==> config.mk <==
export PLATFORM = sky130hd
export DESIGN_NAME = edit_list_position_mapper_top_flat
export DESIGN_NICKNAME = d
export VERILOG_FILES = /design/src/elpm_pkg.sv /design/src/elpm_in_if.sv /design/src/elpm_out_if.sv /design/src/elpm_cfg.sv /design/src/elpm_mem.sv /design/src/elpm_seq.sv /design/src/edit_list_position_mapper_top.sv /design/src/flat_wrapper.sv
export SDC_FILE = /design/constraint.sdc
export NUM_CORES = 2
export LEC_CHECK = 0
export ABC_CLOCK_PERIOD_IN_PS = 18600
export BUFFER_PORTS_ARGS = -buffer_cell sky130_fd_sc_hd__buf_2
export CAP_MARGIN = 20
export CORE_AREA = 2 2 497 499
export DETAILED_ROUTE_END_ITERATION = 8
export DIE_AREA = 0 0 499 501
export GPL_TIMING_DRIVEN = 0
export REMOVE_ABC_BUFFERS = 1
export SYNTH_ARGS = -nofsm -noshare
export SYNTH_HDL_FRONTEND = slang
export SYNTH_SLANG_ARGS = --single-unit
==> constraint.sdc <==
create_clock -name clk -period 18.6 [get_ports clk]
set_input_delay 2.79 -clock clk [delete_from_list [all_inputs] [get_ports clk]]
set_output_delay 2.79 -clock clk [all_outputs]
set_load 0.05 [all_outputs]
==> src/elpm_pkg.sv <==
// Shared widths, codes and types for the edit-list position mapper.
package elpm_pkg;

    localparam int CLIP_SLOTS_DEF = 32;
    localparam int POS_BITS_DEF   = 32;

    localparam int DATA_W  = 31;   // data positions and lengths
    localparam int LAST_W  = 32;   // signed last-sample position
    localparam int OFF_W   = 32;   // signed seek offset
    localparam int SLOT_FW = 5;    // slot field on the channels
    localparam int MODE_W  = 2;
    localparam int ACC_MIN_W = 35; // one clip length plus sign and carry

    localparam int CFG_ADDR_W = 3;
    localparam int CFG_DATA_W = 32;

    localparam logic ACT_LOAD = 1'b0;
    localparam logic ACT_SEEK = 1'b1;

    localparam logic [MODE_W-1:0] MODE_BEGIN   = 2'd0;
    localparam logic [MODE_W-1:0] MODE_CURRENT = 2'd1;
    localparam logic [MODE_W-1:0] MODE_END     = 2'd2;

    localparam logic REG_DATA_LENGTH   = 1'b0;
    localparam logic REG_EDITED_LENGTH = 1'b1;

    typedef enum logic [2:0] {
        OUT_INSIDE   = 3'd0,
        OUT_EOF      = 3'd1,
        OUT_OVERFLOW = 3'd2,
        OUT_NEW_CLIP = 3'd3,
        OUT_NO_MOVE  = 3'd4,
        OUT_LOADED   = 3'd5
    } outcome_t;

    typedef struct packed {
        logic [DATA_W-1:0] data_length;
        logic [DATA_W-1:0] edited_length;
    } cfg_t;

endpackage

==> src/elpm_in_if.sv <==
// Request channel carrying load and seek items.
interface elpm_in_if;
    import elpm_pkg::*;

    logic                     valid;
    logic                     ready;
    logic                     action;
    logic [SLOT_FW-1:0]       entry_slot;
    logic [DATA_W-1:0]        entry_first;
    logic signed [LAST_W-1:0] entry_last;
    logic signed [OFF_W-1:0]  seek_offset;
    logic [MODE_W-1:0]        seek_mode;

    modport source (
        output valid, action, entry_slot, entry_first, entry_last, seek_offset, seek_mode,
        input  ready
    );
    modport sink (
        input  valid, action, entry_slot, entry_first, entry_last, seek_offset, seek_mode,
        output ready
    );
endinterface

==> src/elpm_out_if.sv <==
// Result channel carrying one position report per request.
interface elpm_out_if;
    import elpm_pkg::*;

    logic               valid;
    logic               ready;
    logic [DATA_W-1:0]  prior_edited_pos;
    logic [DATA_W-1:0]  new_data_pos;
    logic [SLOT_FW-1:0] new_clip;
    logic [2:0]         outcome;

    modport source (
        output valid, prior_edited_pos, new_data_pos, new_clip, outcome,
        input  ready
    );
    modport sink (
        input  valid, prior_edited_pos, new_data_pos, new_clip, outcome,
        output ready
    );
endinterface

==> src/elpm_cfg.sv <==
// APB register block holding data_length and edited_length.
module elpm_cfg (
    input  logic                            clk,
    input  logic                            rst_n,
    input  logic                            psel,
    input  logic                            penable,
    input  logic                            pwrite,
    input  logic [elpm_pkg::CFG_ADDR_W-1:0] paddr,
    input  logic [elpm_pkg::CFG_DATA_W-1:0] pwdata,
    output logic [elpm_pkg::CFG_DATA_W-1:0] prdata,
    output logic                            pready,
    output elpm_pkg::cfg_t                  cfg
);
    import elpm_pkg::*;

    cfg_t cfg_reg;
    cfg_t cfg_next;
    logic wr_en;

    assign pready = 1'b1;
    assign wr_en  = psel && penable && pwrite;

    always_comb
    begin
        cfg_next = cfg_reg;
        if (wr_en)
        begin
            unique case (paddr[2])
                REG_DATA_LENGTH:   cfg_next.data_length   = pwdata[DATA_W-1:0];
                REG_EDITED_LENGTH: cfg_next.edited_length = pwdata[DATA_W-1:0];
                default:           cfg_next = cfg_reg;
            endcase
        end
    end

    always_ff @(posedge clk or negedge rst_n)
    begin
        if (!rst_n)
        begin
            cfg_reg <= '0;
        end
        else
        begin
            cfg_reg <= cfg_next;
        end
    end

    always_comb
    begin
        unique case (paddr[2])
            REG_DATA_LENGTH:   prdata = CFG_DATA_W'(cfg_reg.data_length);
            REG_EDITED_LENGTH: prdata = CFG_DATA_W'(cfg_reg.edited_length);
            default:           prdata = '0;
        endcase
    end

    assign cfg = cfg_reg;

endmodule

==> src/elpm_mem.sv <==
// Clip table memory: first/last sample per slot, one read and one write port.
module elpm_mem #(
    parameter int  CLIP_SLOTS = elpm_pkg::CLIP_SLOTS_DEF,
    localparam int SLOT_W     = $clog2(CLIP_SLOTS)
) (
    input  logic                                clk,
    input  logic                                rst_n,
    input  logic [SLOT_W-1:0]                   rd_addr,
    output logic [elpm_pkg::DATA_W-1:0]         rd_first,
    output logic signed [elpm_pkg::LAST_W-1:0]  rd_last,
    input  logic                                wr_en,
    input  logic [SLOT_W-1:0]                   wr_addr,
    input  logic [elpm_pkg::DATA_W-1:0]         wr_first,
    input  logic signed [elpm_pkg::LAST_W-1:0]  wr_last
);
    import elpm_pkg::*;

    localparam int ENTRY_W = DATA_W + LAST_W;

    logic [ENTRY_W-1:0]    mem [CLIP_SLOTS];
    logic [CLIP_SLOTS-1:0] valid_reg;
    logic [ENTRY_W-1:0]    rd_data_reg;
    logic                  rd_valid_reg;

    always_ff @(posedge clk)
    begin
        if (wr_en)
        begin
            mem[wr_addr] <= {wr_first, wr_last};
        end
        rd_data_reg <= mem[rd_addr];
    end

    // never-written slots read as zero, matching the cleared table
    always_ff @(posedge clk or negedge rst_n)
    begin
        if (!rst_n)
        begin
            valid_reg    <= '0;
            rd_valid_reg <= 1'b0;
        end
        else
        begin
            if (wr_en)
            begin
                valid_reg[wr_addr] <= 1'b1;
            end
            rd_valid_reg <= valid_reg[rd_addr];
        end
    end

    assign rd_first = rd_valid_reg ? rd_data_reg[ENTRY_W-1:LAST_W] : '0;
    assign rd_last  = rd_valid_reg ? $signed(rd_data_reg[LAST_W-1:0]) : '0;

endmodule

==> src/elpm_seq.sv <==
// Sequencer: loads clips, sums clip lengths for the current edited position,
// walks the table to map the seek target, and holds the result register.
module elpm_seq #(
    parameter int  CLIP_SLOTS = elpm_pkg::CLIP_SLOTS_DEF,
    parameter int  POS_BITS   = elpm_pkg::POS_BITS_DEF,
    localparam int SLOT_W     = $clog2(CLIP_SLOTS)
) (
    input  logic                                clk,
    input  logic                                rst_n,
    input  elpm_pkg::cfg_t                      cfg,
    elpm_in_if.sink                             item,
    elpm_out_if.source                          result,
    output logic [SLOT_W-1:0]                   rd_addr,
    input  logic [elpm_pkg::DATA_W-1:0]         rd_first,
    input  logic signed [elpm_pkg::LAST_W-1:0]  rd_last,
    output logic                                wr_en,
    output logic [SLOT_W-1:0]                   wr_addr,
    output logic [elpm_pkg::DATA_W-1:0]         wr_first,
    output logic signed [elpm_pkg::LAST_W-1:0]  wr_last
);
    import elpm_pkg::*;

    localparam int CNT_W = $clog2(CLIP_SLOTS + 1);
    localparam int ACC_W = (ACC_MIN_W + CNT_W > POS_BITS + 1) ?
                           (ACC_MIN_W + CNT_W) : (POS_BITS + 1);
    localparam logic signed [ACC_W-1:0] ONE_X = ACC_W'(1);
    localparam logic signed [ACC_W-1:0] POS_MAX_X = (ONE_X <<< (POS_BITS - 1)) - ONE_X;
    localparam logic [CNT_W-1:0] CNT_SLOTS = CNT_W'(CLIP_SLOTS);
    localparam logic [CNT_W-1:0] CNT_LAST  = CNT_W'(CLIP_SLOTS - 1);

    typedef enum logic [5:0] {
        S_IDLE = 6'b000001,
        S_HERE = 6'b000010,
        S_TGT  = 6'b000100,
        S_WALK = 6'b001000,
        S_END  = 6'b010000,
        S_DONE = 6'b100000
    } state_t;

    state_t                    state_reg, state_next;
    logic [CNT_W-1:0]          ridx_reg, ridx_next;
    logic signed [ACC_W-1:0]   acc_reg, acc_next;
    logic signed [ACC_W-1:0]   here_reg, here_next;
    logic signed [ACC_W-1:0]   target_reg, target_next;
    logic [DATA_W-1:0]         cur_pos_reg, cur_pos_next;
    logic [SLOT_W-1:0]         cur_clip_reg, cur_clip_next;
    logic signed [OFF_W-1:0]   offset_reg, offset_next;
    logic [MODE_W-1:0]         mode_reg, mode_next;
    logic [DATA_W-1:0]         prev_first_reg, prev_first_next;
    logic signed [LAST_W-1:0]  prev_last_reg, prev_last_next;
    logic [DATA_W-1:0]         prior_reg, prior_next;
    outcome_t                  outcome_reg, outcome_next;

    logic                      out_valid_reg, out_valid_next;
    logic [DATA_W-1:0]         out_prior_reg, out_prior_next;
    logic [DATA_W-1:0]         out_pos_reg, out_pos_next;
    logic [SLOT_FW-1:0]        out_clip_reg, out_clip_next;
    outcome_t                  out_outcome_reg, out_outcome_next;

    logic                      accept;
    logic                      out_free;
    logic [CNT_W-1:0]          ridx_inc;
    logic [CNT_W-1:0]          ridx_dec;
    logic signed [ACC_W-1:0]   first_x, last_x, len_x, diff_x;
    logic signed [ACC_W-1:0]   cur_pos_x, prev_last_x, dl_x, el_x, off_x;
    logic signed [ACC_W-1:0]   tgt_sum_x, map_pos_x;
    logic                      hit;
    logic [DATA_W-1:0]         cur_pos_sat;
    logic [DATA_W-1:0]         prior_sat;
    logic [DATA_W-1:0]         dl_m1_low;

    assign accept   = item.valid && item.ready;
    assign out_free = !out_valid_reg || result.ready;
    assign ridx_inc = ridx_reg + CNT_W'(1);
    assign ridx_dec = ridx_reg - CNT_W'(1);

    assign first_x     = ACC_W'(rd_first);
    assign last_x      = {{(ACC_W-LAST_W){rd_last[LAST_W-1]}}, rd_last};
    assign len_x       = last_x - first_x + ONE_X;
    assign diff_x      = target_reg - acc_reg;
    assign hit         = !diff_x[ACC_W-1] && (diff_x < len_x);
    assign map_pos_x   = first_x + diff_x;
    assign cur_pos_x   = ACC_W'(cur_pos_reg);
    assign prev_last_x = {{(ACC_W-LAST_W){prev_last_reg[LAST_W-1]}}, prev_last_reg};
    assign dl_x        = ACC_W'(cfg.data_length);
    assign el_x        = ACC_W'(cfg.edited_length);
    assign off_x       = {{(ACC_W-OFF_W){offset_reg[OFF_W-1]}}, offset_reg};
    assign dl_m1_low   = cfg.data_length - DATA_W'(1);

    always_comb
    begin
        case (mode_reg)
            MODE_END:     tgt_sum_x = off_x + el_x;
            MODE_CURRENT: tgt_sum_x = off_x + here_reg;
            default:      tgt_sum_x = off_x;
        endcase
    end

    always_comb
    begin
        if (cur_pos_x > POS_MAX_X)
        begin
            cur_pos_sat = POS_MAX_X[DATA_W-1:0];
        end
        else
        begin
            cur_pos_sat = cur_pos_reg;
        end
        if (here_reg[ACC_W-1])
        begin
            prior_sat = '0;
        end
        else if (here_reg > POS_MAX_X)
        begin
            prior_sat = POS_MAX_X[DATA_W-1:0];
        end
        else
        begin
            prior_sat = here_reg[DATA_W-1:0];
        end
    end

    always_comb
    begin
        state_next      = state_reg;
        ridx_next       = ridx_reg;
        acc_next        = acc_reg;
        here_next       = here_reg;
        target_next     = target_reg;
        cur_pos_next    = cur_pos_reg;
        cur_clip_next   = cur_clip_reg;
        offset_next     = offset_reg;
        mode_next       = mode_reg;
        prev_first_next = prev_first_reg;
        prev_last_next  = prev_last_reg;
        prior_next      = prior_reg;
        outcome_next    = outcome_reg;

        out_valid_next   = out_valid_reg && !result.ready;
        out_prior_next   = out_prior_reg;
        out_pos_next     = out_pos_reg;
        out_clip_next    = out_clip_reg;
        out_outcome_next = out_outcome_reg;

        rd_addr  = '0;
        wr_en    = 1'b0;
        wr_addr  = SLOT_W'(item.entry_slot);
        wr_first = item.entry_first;
        wr_last  = item.entry_last;

        unique case (state_reg)
            S_IDLE:
            begin
                if (accept)
                begin
                    ridx_next   = '0;
                    acc_next    = '0;
                    offset_next = item.seek_offset;
                    mode_next   = item.seek_mode;
                    if (item.action == ACT_LOAD)
                    begin
                        wr_en        = (32'(item.entry_slot) < 32'(CLIP_SLOTS));
                        prior_next   = '0;
                        outcome_next = OUT_LOADED;
                        state_next   = S_DONE;
                    end
                    else
                    begin
                        state_next = S_HERE;
                    end
                end
            end

            // sum lengths of clips before the current one, then the offset into it
            S_HERE:
            begin
                rd_addr = ridx_inc[SLOT_W-1:0];
                if (ridx_reg == CNT_W'(cur_clip_reg))
                begin
                    here_next  = acc_reg + cur_pos_x - first_x;
                    state_next = S_TGT;
                end
                else
                begin
                    acc_next  = acc_reg + len_x;
                    ridx_next = ridx_inc;
                end
            end

            S_TGT:
            begin
                rd_addr    = '0;
                prior_next = prior_sat;
                if (mode_reg == MODE_CURRENT && offset_reg == '0)
                begin
                    outcome_next = OUT_NO_MOVE;
                    state_next   = S_DONE;
                end
                else
                begin
                    target_next = tgt_sum_x[ACC_W-1] ? '0 : tgt_sum_x;
                    acc_next    = '0;
                    ridx_next   = '0;
                    state_next  = S_WALK;
                end
            end

            S_WALK:
            begin
                rd_addr = ridx_inc[SLOT_W-1:0];
                if (rd_last == '0)
                begin
                    state_next = S_END;
                end
                else if (hit)
                begin
                    cur_pos_next  = map_pos_x[DATA_W-1:0];
                    cur_clip_next = ridx_reg[SLOT_W-1:0];
                    outcome_next  = OUT_INSIDE;
                    state_next    = S_DONE;
                end
                else
                begin
                    acc_next        = acc_reg + len_x;
                    prev_first_next = rd_first;
                    prev_last_next  = rd_last;
                    ridx_next       = ridx_inc;
                    if (ridx_reg == CNT_LAST)
                    begin
                        state_next = S_END;
                    end
                end
            end

            // ran past the table: end of data, overflow, or append an empty clip
            S_END:
            begin
                state_next = S_DONE;
                if (ridx_reg != '0 && prev_last_x == dl_x - ONE_X && target_reg == el_x)
                begin
                    cur_pos_next  = cfg.data_length;
                    cur_clip_next = ridx_dec[SLOT_W-1:0];
                    outcome_next  = OUT_EOF;
                end
                else if (ridx_reg == CNT_SLOTS)
                begin
                    cur_pos_next  = prev_first_reg;
                    cur_clip_next = CNT_LAST[SLOT_W-1:0];
                    outcome_next  = OUT_OVERFLOW;
                end
                else
                begin
                    wr_en         = 1'b1;
                    wr_addr       = ridx_reg[SLOT_W-1:0];
                    wr_first      = cfg.data_length;
                    wr_last       = (cfg.data_length == '0) ? '1 : $signed({1'b0, dl_m1_low});
                    cur_pos_next  = cfg.data_length;
                    cur_clip_next = ridx_reg[SLOT_W-1:0];
                    outcome_next  = OUT_NEW_CLIP;
                end
            end

            S_DONE:
            begin
                if (out_free)
                begin
                    cur_pos_next     = cur_pos_sat;
                    out_valid_next   = 1'b1;
                    out_prior_next   = prior_reg;
                    out_pos_next     = cur_pos_sat;
                    out_clip_next    = SLOT_FW'(cur_clip_reg);
                    out_outcome_next = outcome_reg;
                    state_next       = S_IDLE;
                end
            end

            default:
            begin
                state_next = S_IDLE;
            end
        endcase
    end

    always_ff @(posedge clk or negedge rst_n)
    begin
        if (!rst_n)
        begin
            state_reg     <= S_IDLE;
            cur_pos_reg   <= '0;
            cur_clip_reg  <= '0;
            out_valid_reg <= 1'b0;
        end
        else
        begin
            state_reg     <= state_next;
            cur_pos_reg   <= cur_pos_next;
            cur_clip_reg  <= cur_clip_next;
            out_valid_reg <= out_valid_next;
        end
    end

    always_ff @(posedge clk)
    begin
        ridx_reg        <= ridx_next;
        acc_reg         <= acc_next;
        here_reg        <= here_next;
        target_reg      <= target_next;
        offset_reg      <= offset_next;
        mode_reg        <= mode_next;
        prev_first_reg  <= prev_first_next;
        prev_last_reg   <= prev_last_next;
        prior_reg       <= prior_next;
        outcome_reg     <= outcome_next;
        out_prior_reg   <= out_prior_next;
        out_pos_reg     <= out_pos_next;
        out_clip_reg    <= out_clip_next;
        out_outcome_reg <= out_outcome_next;
    end

    assign item.ready              = (state_reg == S_IDLE);
    assign result.valid            = out_valid_reg;
    assign result.prior_edited_pos = out_prior_reg;
    assign result.new_data_pos     = out_pos_reg;
    assign result.new_clip         = out_clip_reg;
    assign result.outcome          = out_outcome_reg;

endmodule

==> src/edit_list_position_mapper_top.sv <==
// Edit-list position mapper: clip table, seek sequencer and APB registers.
//
// item channel (valid/ready): action 0 loads one clip entry into entry_slot,
// action 1 seeks by seek_offset from the start, current position or end
// (seek_mode). Every request yields exactly one result on the result channel:
// the prior edited position, the new data position and clip, and an outcome.
// A load goes from idle to the done state, which registers the result once
// the output register is free. A seek first reads clips 0..current clip to
// rebuild the edited position, then forms the target (a zero-offset seek from
// the current position ends there), walks the table one clip per cycle via the
// single memory read port until it finds the target or hits the table end, and
// takes the end state past the table end; the done state registers the result.
// One request is in flight at a time; item.ready is high while the sequencer
// is idle, so a new request is taken while a result still waits in the
// output register, in the cycle after the previous result was registered.
// A stalled result holds the sequencer in its last step.
// Reset empties the clip table (slots read as zero), zeroes the current
// position, clip and both length registers. The registers are written
// through APB at byte addresses 0 (data_length) and 4 (edited_length).
module edit_list_position_mapper_top #(
    parameter int CLIP_SLOTS = elpm_pkg::CLIP_SLOTS_DEF,
    parameter int POS_BITS   = elpm_pkg::POS_BITS_DEF
) (
    input  logic                            clk,
    input  logic                            rst_n,
    input  logic                            psel,
    input  logic                            penable,
    input  logic                            pwrite,
    input  logic [elpm_pkg::CFG_ADDR_W-1:0] paddr,
    input  logic [elpm_pkg::CFG_DATA_W-1:0] pwdata,
    output logic [elpm_pkg::CFG_DATA_W-1:0] prdata,
    output logic                            pready,
    elpm_in_if.sink                         item,
    elpm_out_if.source                      result
);
    import elpm_pkg::*;

    localparam int SLOT_W = $clog2(CLIP_SLOTS);

    cfg_t                     cfg;
    logic [SLOT_W-1:0]        rd_addr;
    logic [DATA_W-1:0]        rd_first;
    logic signed [LAST_W-1:0] rd_last;
    logic                     wr_en;
    logic [SLOT_W-1:0]        wr_addr;
    logic [DATA_W-1:0]        wr_first;
    logic signed [LAST_W-1:0] wr_last;

    elpm_cfg u_cfg (
        .clk     (clk),
        .rst_n   (rst_n),
        .psel    (psel),
        .penable (penable),
        .pwrite  (pwrite),
        .paddr   (paddr),
        .pwdata  (pwdata),
        .prdata  (prdata),
        .pready  (pready),
        .cfg     (cfg)
    );

    elpm_mem #(
        .CLIP_SLOTS (CLIP_SLOTS)
    ) u_mem (
        .clk      (clk),
        .rst_n    (rst_n),
        .rd_addr  (rd_addr),
        .rd_first (rd_first),
        .rd_last  (rd_last),
        .wr_en    (wr_en),
        .wr_addr  (wr_addr),
        .wr_first (wr_first),
        .wr_last  (wr_last)
    );

    elpm_seq #(
        .CLIP_SLOTS (CLIP_SLOTS),
        .POS_BITS   (POS_BITS)
    ) u_seq (
        .clk      (clk),
        .rst_n    (rst_n),
        .cfg      (cfg),
        .item     (item),
        .result   (result),
        .rd_addr  (rd_addr),
        .rd_first (rd_first),
        .rd_last  (rd_last),
        .wr_en    (wr_en),
        .wr_addr  (wr_addr),
        .wr_first (wr_first),
        .wr_last  (wr_last)
    );

endmodule

==> src/flat_wrapper.sv <==
// flat-port wrapper written by rule: the top's interface ports become plain ports
module edit_list_position_mapper_top_flat import elpm_pkg::*;
#(
    parameter int CLIP_SLOTS = elpm_pkg::CLIP_SLOTS_DEF,
    parameter int POS_BITS   = elpm_pkg::POS_BITS_DEF
)
  (clk, rst_n, psel, penable, pwrite, paddr, pwdata, prdata, pready, item_valid, item_action, item_entry_slot, item_entry_first, item_entry_last, item_seek_offset, item_seek_mode, item_ready, result_valid, result_prior_edited_pos, result_new_data_pos, result_new_clip, result_outcome, result_ready);
  elpm_in_if item_i ();
  elpm_out_if result_i ();
  input  logic clk;
  input  logic rst_n;
  input  logic psel;
  input  logic penable;
  input  logic pwrite;
  input  logic [elpm_pkg::CFG_ADDR_W-1:0] paddr;
  input  logic [elpm_pkg::CFG_DATA_W-1:0] pwdata;
  output logic [elpm_pkg::CFG_DATA_W-1:0] prdata;
  output logic pready;
  input wire logic [$bits(item_i.valid)-1:0] item_valid;
  input wire logic [$bits(item_i.action)-1:0] item_action;
  input wire logic [$bits(item_i.entry_slot)-1:0] item_entry_slot;
  input wire logic [$bits(item_i.entry_first)-1:0] item_entry_first;
  input wire logic [$bits(item_i.entry_last)-1:0] item_entry_last;
  input wire logic [$bits(item_i.seek_offset)-1:0] item_seek_offset;
  input wire logic [$bits(item_i.seek_mode)-1:0] item_seek_mode;
  output wire logic [$bits(item_i.ready)-1:0] item_ready;
  output wire logic [$bits(result_i.valid)-1:0] result_valid;
  output wire logic [$bits(result_i.prior_edited_pos)-1:0] result_prior_edited_pos;
  output wire logic [$bits(result_i.new_data_pos)-1:0] result_new_data_pos;
  output wire logic [$bits(result_i.new_clip)-1:0] result_new_clip;
  output wire logic [$bits(result_i.outcome)-1:0] result_outcome;
  input wire logic [$bits(result_i.ready)-1:0] result_ready;
  assign item_i.valid = item_valid;
  assign item_i.action = item_action;
  assign item_i.entry_slot = item_entry_slot;
  assign item_i.entry_first = item_entry_first;
  assign item_i.entry_last = item_entry_last;
  assign item_i.seek_offset = item_seek_offset;
  assign item_i.seek_mode = item_seek_mode;
  assign item_ready = item_i.ready;
  assign result_valid = result_i.valid;
  assign result_prior_edited_pos = result_i.prior_edited_pos;
  assign result_new_data_pos = result_i.new_data_pos;
  assign result_new_clip = result_i.new_clip;
  assign result_outcome = result_i.outcome;
  assign result_i.ready = result_ready;
  edit_list_position_mapper_top #(.CLIP_SLOTS(CLIP_SLOTS), .POS_BITS(POS_BITS)) u_core (.clk(clk), .rst_n(rst_n), .psel(psel), .penable(penable), .pwrite(pwrite), .paddr(paddr), .pwdata(pwdata), .prdata(prdata), .pready(pready), .item(item_i), .result(result_i));
endmodule
==> results.md <==
Timing:
- On the final layout, the worst clock skew is 0.0789 ns.
- The post-route minimum period is 9.50 ns.
- The final setup violation count is 0.
- For the final routed database, the setup TNS stands at 0 ns.
- The number of endpoints with negative hold slack in the final report is 0.
- The worst pin sits at a relative slew slack of 18.0%.
- The highest clock frequency the design can meet is 0.105 GHz.
- The slew at the pin with the worst max-slew slack is about 1.2 ns.
- Setup repair after global routing left no endpoint under its margin.
- Dividing the final minimum period by the clock period gives around half.
- The final number of max-transition violations is 0.

Synthesis:
- The average footprint of a synthesized cell is between 10 and 15 µm².
- The number of synthesis warnings is 0.
- Synthesis instantiated 93 different standard cells from the library.
- The fraction of registers with async set or reset after synthesis is approximately 5.4%.
- Of the post-synthesis cell area, the dominant cell type holds 60.3%.
- For this run, the leading register cell type out of synthesis is edfxtp_1.
- In this run, synthesis produced a sequential element count of 2546.
- The count of mapped cells out of synthesis is 8985.
- Counting flops with a built-in enable in the synthesized netlist gives about 2300.
- The cell area that synthesis handed to floorplanning was between 100000 and 150000 µm².
- The dominant cell type by area after synthesis is edfxtp_1.
- Sequential cells were found to cover 64.3% of the synthesized design area.
- Yosys instantiated no cell more often than edfxtp_1.
- By area the synthesized netlist is led by edfxtp_1 60%, nand2_1 4.1%, ha_1 3.5%.
- Counting instances in the post-synthesis netlist gives the leading cell types as 2345 x edfxtp_1, 1277 x nand2_1, 474 x clkbuf_1.

Clocking:
- CTS built an H-tree with a depth of 5.
- The TritonCTS sink count is roughly 2500.
- Clock-pin slew was measured on the worst setup and hold paths at 0.06 ns.
- The worst-case clock buffer depth is 4.
- Once the clock tree was built, the setup fixing pass inserted 0 buffers.
- The clock tree from TritonCTS is done.
- The number of clock buffers inserted by TritonCTS is 289.
- The number of gates resized after CTS was 0.
- The clock tree root driver cell is clkbuf_16.
- The clock insertion delay at the later pin of the skew report is 0.97 ns.
- The number of hold buffers added after CTS is 0.

Die:
- The core region is 245000 µm².
- The total number of placement rows is ~180.
- Once the floorplan was initialized, standard cells occupied 47.7% of the core.
- 250 I/O pins were placed.
- The die covers about 250000 µm².
- The horizontal die dimension is 499 µm.
- The vertical extent of the die is 501 µm.

Critical path:
- The largest fanout on the critical path is 35.
- Data arrives at the worst endpoint at roughly 10 ns.
- The kind of launch point of the worst setup path is a flop.
- STA puts the critical path data required time at between 15 and 20 ns.
- The library cell contributing the largest single delay on the critical path is dfrtp_2.
- The largest stage delay on the critical path is 0.90 ns.
- The worst setup path is of the reg -> reg kind.
- The endpoint type of the worst setup path is a flop.

Cells and area:
- The ratio of cells with drive above 1 in the final layout is between 10% and 20%.
- The area added between synthesis and finish is 16.7%.
- The register with the most flip-flops in the layout has 2016 of them.
- The number of nets at the end of the flow is 9779.

Routing:
- Dividing the detail-routed via count by the number of cells gives 6.32.
- Detailed routing inserted a total of approximately 80000 vias.
- After detailed routing, the number of remaining DRC violations is 0.
- The number of detailed-routing iterations run before antenna repair is 8.
- After the first detailed-routing iteration, the DRC count stood at 10300.
- After detailed routing, the average wire length per cell comes to about 30 µm.
- The final wirelength is 387 mm.
- The number of nets with antenna violations after routing is 0.

Global routing:
- In the global route stage, overall resource usage came out at between 30% and 40%.
- The first global-routing pass estimated 549 mm of wire.
- The pin count of the biggest net entering global routing is around 140.
- The remaining global-route overflow is 0.
- The number of global-route vias before repair is 76900.
- The number of antenna violations at the first check in global routing came to 30.

Job:
- The reported max-cap violation count is 0.

Pwr:
- The largest vdd supply drop is 0.124 mV.
- The clock power share is 23.9%.
- Summing internal, switching and leakage power gives 23400 µW.
- The net switching power is 9150 µW.
- In this run the power density over the cells is 171 nW/µm².
- The design internal power is 14200 µW.
- The sequential group share of total power is 31.0%.
- Combinational cells account for 45.1% of the total power.
- The proportion of total power due to net switching is 39.2%.
- The static leakage is between 0.04 and 0.05 µW.

Outcome:
- The flow ran to the end, and the final reports show no timing, DRC or antenna violations.

Place:
- The number of port buffers is around 240.
- The placed wire-length estimate after detailed placement is 265 mm.
- The routability congestion estimate is 0.980.

Worst hold path:
- The worst hold path belongs to the class reg -> reg.
## critical path, delay by kind of cell (launching register included)
| family | cells | cell delay [ns] |
|---|---|---|
| muxes | 1 | 0.67 |
| DFF | 1 | 0.90 |
| AOI/OAI and AO/OA | 9 | 2.31 |
| buffers and inverters | 6 | 1.02 |
| adders and majority gates | 4 | 1.30 |
| xor gates and xnor gates | 1 | 0.28 |
| and+or+nand+nor | 8 | 2.56 |
## metrics by stage
step / util, % / hold slack [ns] / std cells / setup WS (ns) / instance area [µm²]
CTS: 55.7 / 0.390 / 12700 / 8.42 / 136000
detailed placement: 51.9 / 0.405 / 12200 / 8.50 / 127000
finish: 55.7 / 0.394 / 12700 / 9.10 / 136000
floorplan: - / 0.400 / 8425 / -53.37 / 115000
global placement: 49.0 / 0.403 / 11900 / -181.00 / 120000
global route: 55.7 / 0.404 / 12700 / 8.64 / 136000
## metal layers
layer  part of all wire, %  vias up  GRT usage [%]  routed length (µm)
met3                   9.5      881           5.75               36800
li1                      -    34800              -                   -
met5                 0.032        -              0                 125
met1                    40    40300           41.6              155000
met2                    45     4397           46.5              174000
met4                   5.4       20           15.1               20900
## area by class of cell
cell class	instances	area, µm²
fillers	19500	108000
flip-flops and latches	2546	75100
multi-input cells	5633	39400
clock buffers	384	8000
repair buffers	553	7690
well taps	3220	4030
clock inverters	120	1160
inverters	246	958
diodes	17	42.5
## power by group through the flow
stage,combinational [µW],sequential [µW],clock (µW)
final,10500,7250,5580
after global routing,11600,7250,5870
after CTS,10400,7220,5640
after detailed placement,10300,7330,0
after global placement,10100,7490,0
after floorplan,7560,7110,0
## cell usage in the layout, fill, tap and decap left out, types with 167 or more instances in the layout
master / n
edfxtp_1: 2345
nand2_1: 1275
nand3_1: 379
ha_1: 328
a21oi_1: 319
o21ai_0: 313
clkbuf_16: 298
nor2_1: 271
buf_2: 246
inv_1: 240
a311oi_1: 236
or3_1: 232
mux2i_1: 181
xnor2_1: 167
## worst paths after layout
check                                     startpoint                                      end  slack, ns  cells after the start
max                        u_core.u_mem.rd_valid_reg            u_core.u_seq.prev_last_reg[4]       9.10                     29
min in group asynchronous                      rst_n               u_core.u_mem.valid_reg[13]       1.77                      1
min                        u_core.u_seq.prior_reg[1]  u_core.u_seq.result.prior_edited_pos[1]       0.39                      0
max reg2reg                u_core.u_mem.rd_valid_reg            u_core.u_seq.prev_last_reg[4]       9.10                     29
max in group asynchronous                      rst_n                     u_core.u_cfg.cfg[44]      15.77                      2
min reg2reg                u_core.u_seq.prior_reg[1]  u_core.u_seq.result.prior_edited_pos[1]       0.39                      0
## logic make-up after synthesis
group / Yosys count / synth area share (%)
muxes: 419 / 4.97
and+or+nand+nor: 2798 / 11.3
DFF: 2546 / 64.3
xor gates and xnor gates: 291 / 2.22
AOI/OAI and AO/OA: 1758 / 10.4
buffers and inverters: 806 / 2.67
adders and majority gates: 365 / 4.15
other: 2 / 0.00643
(Power assumes the default switching activity.)
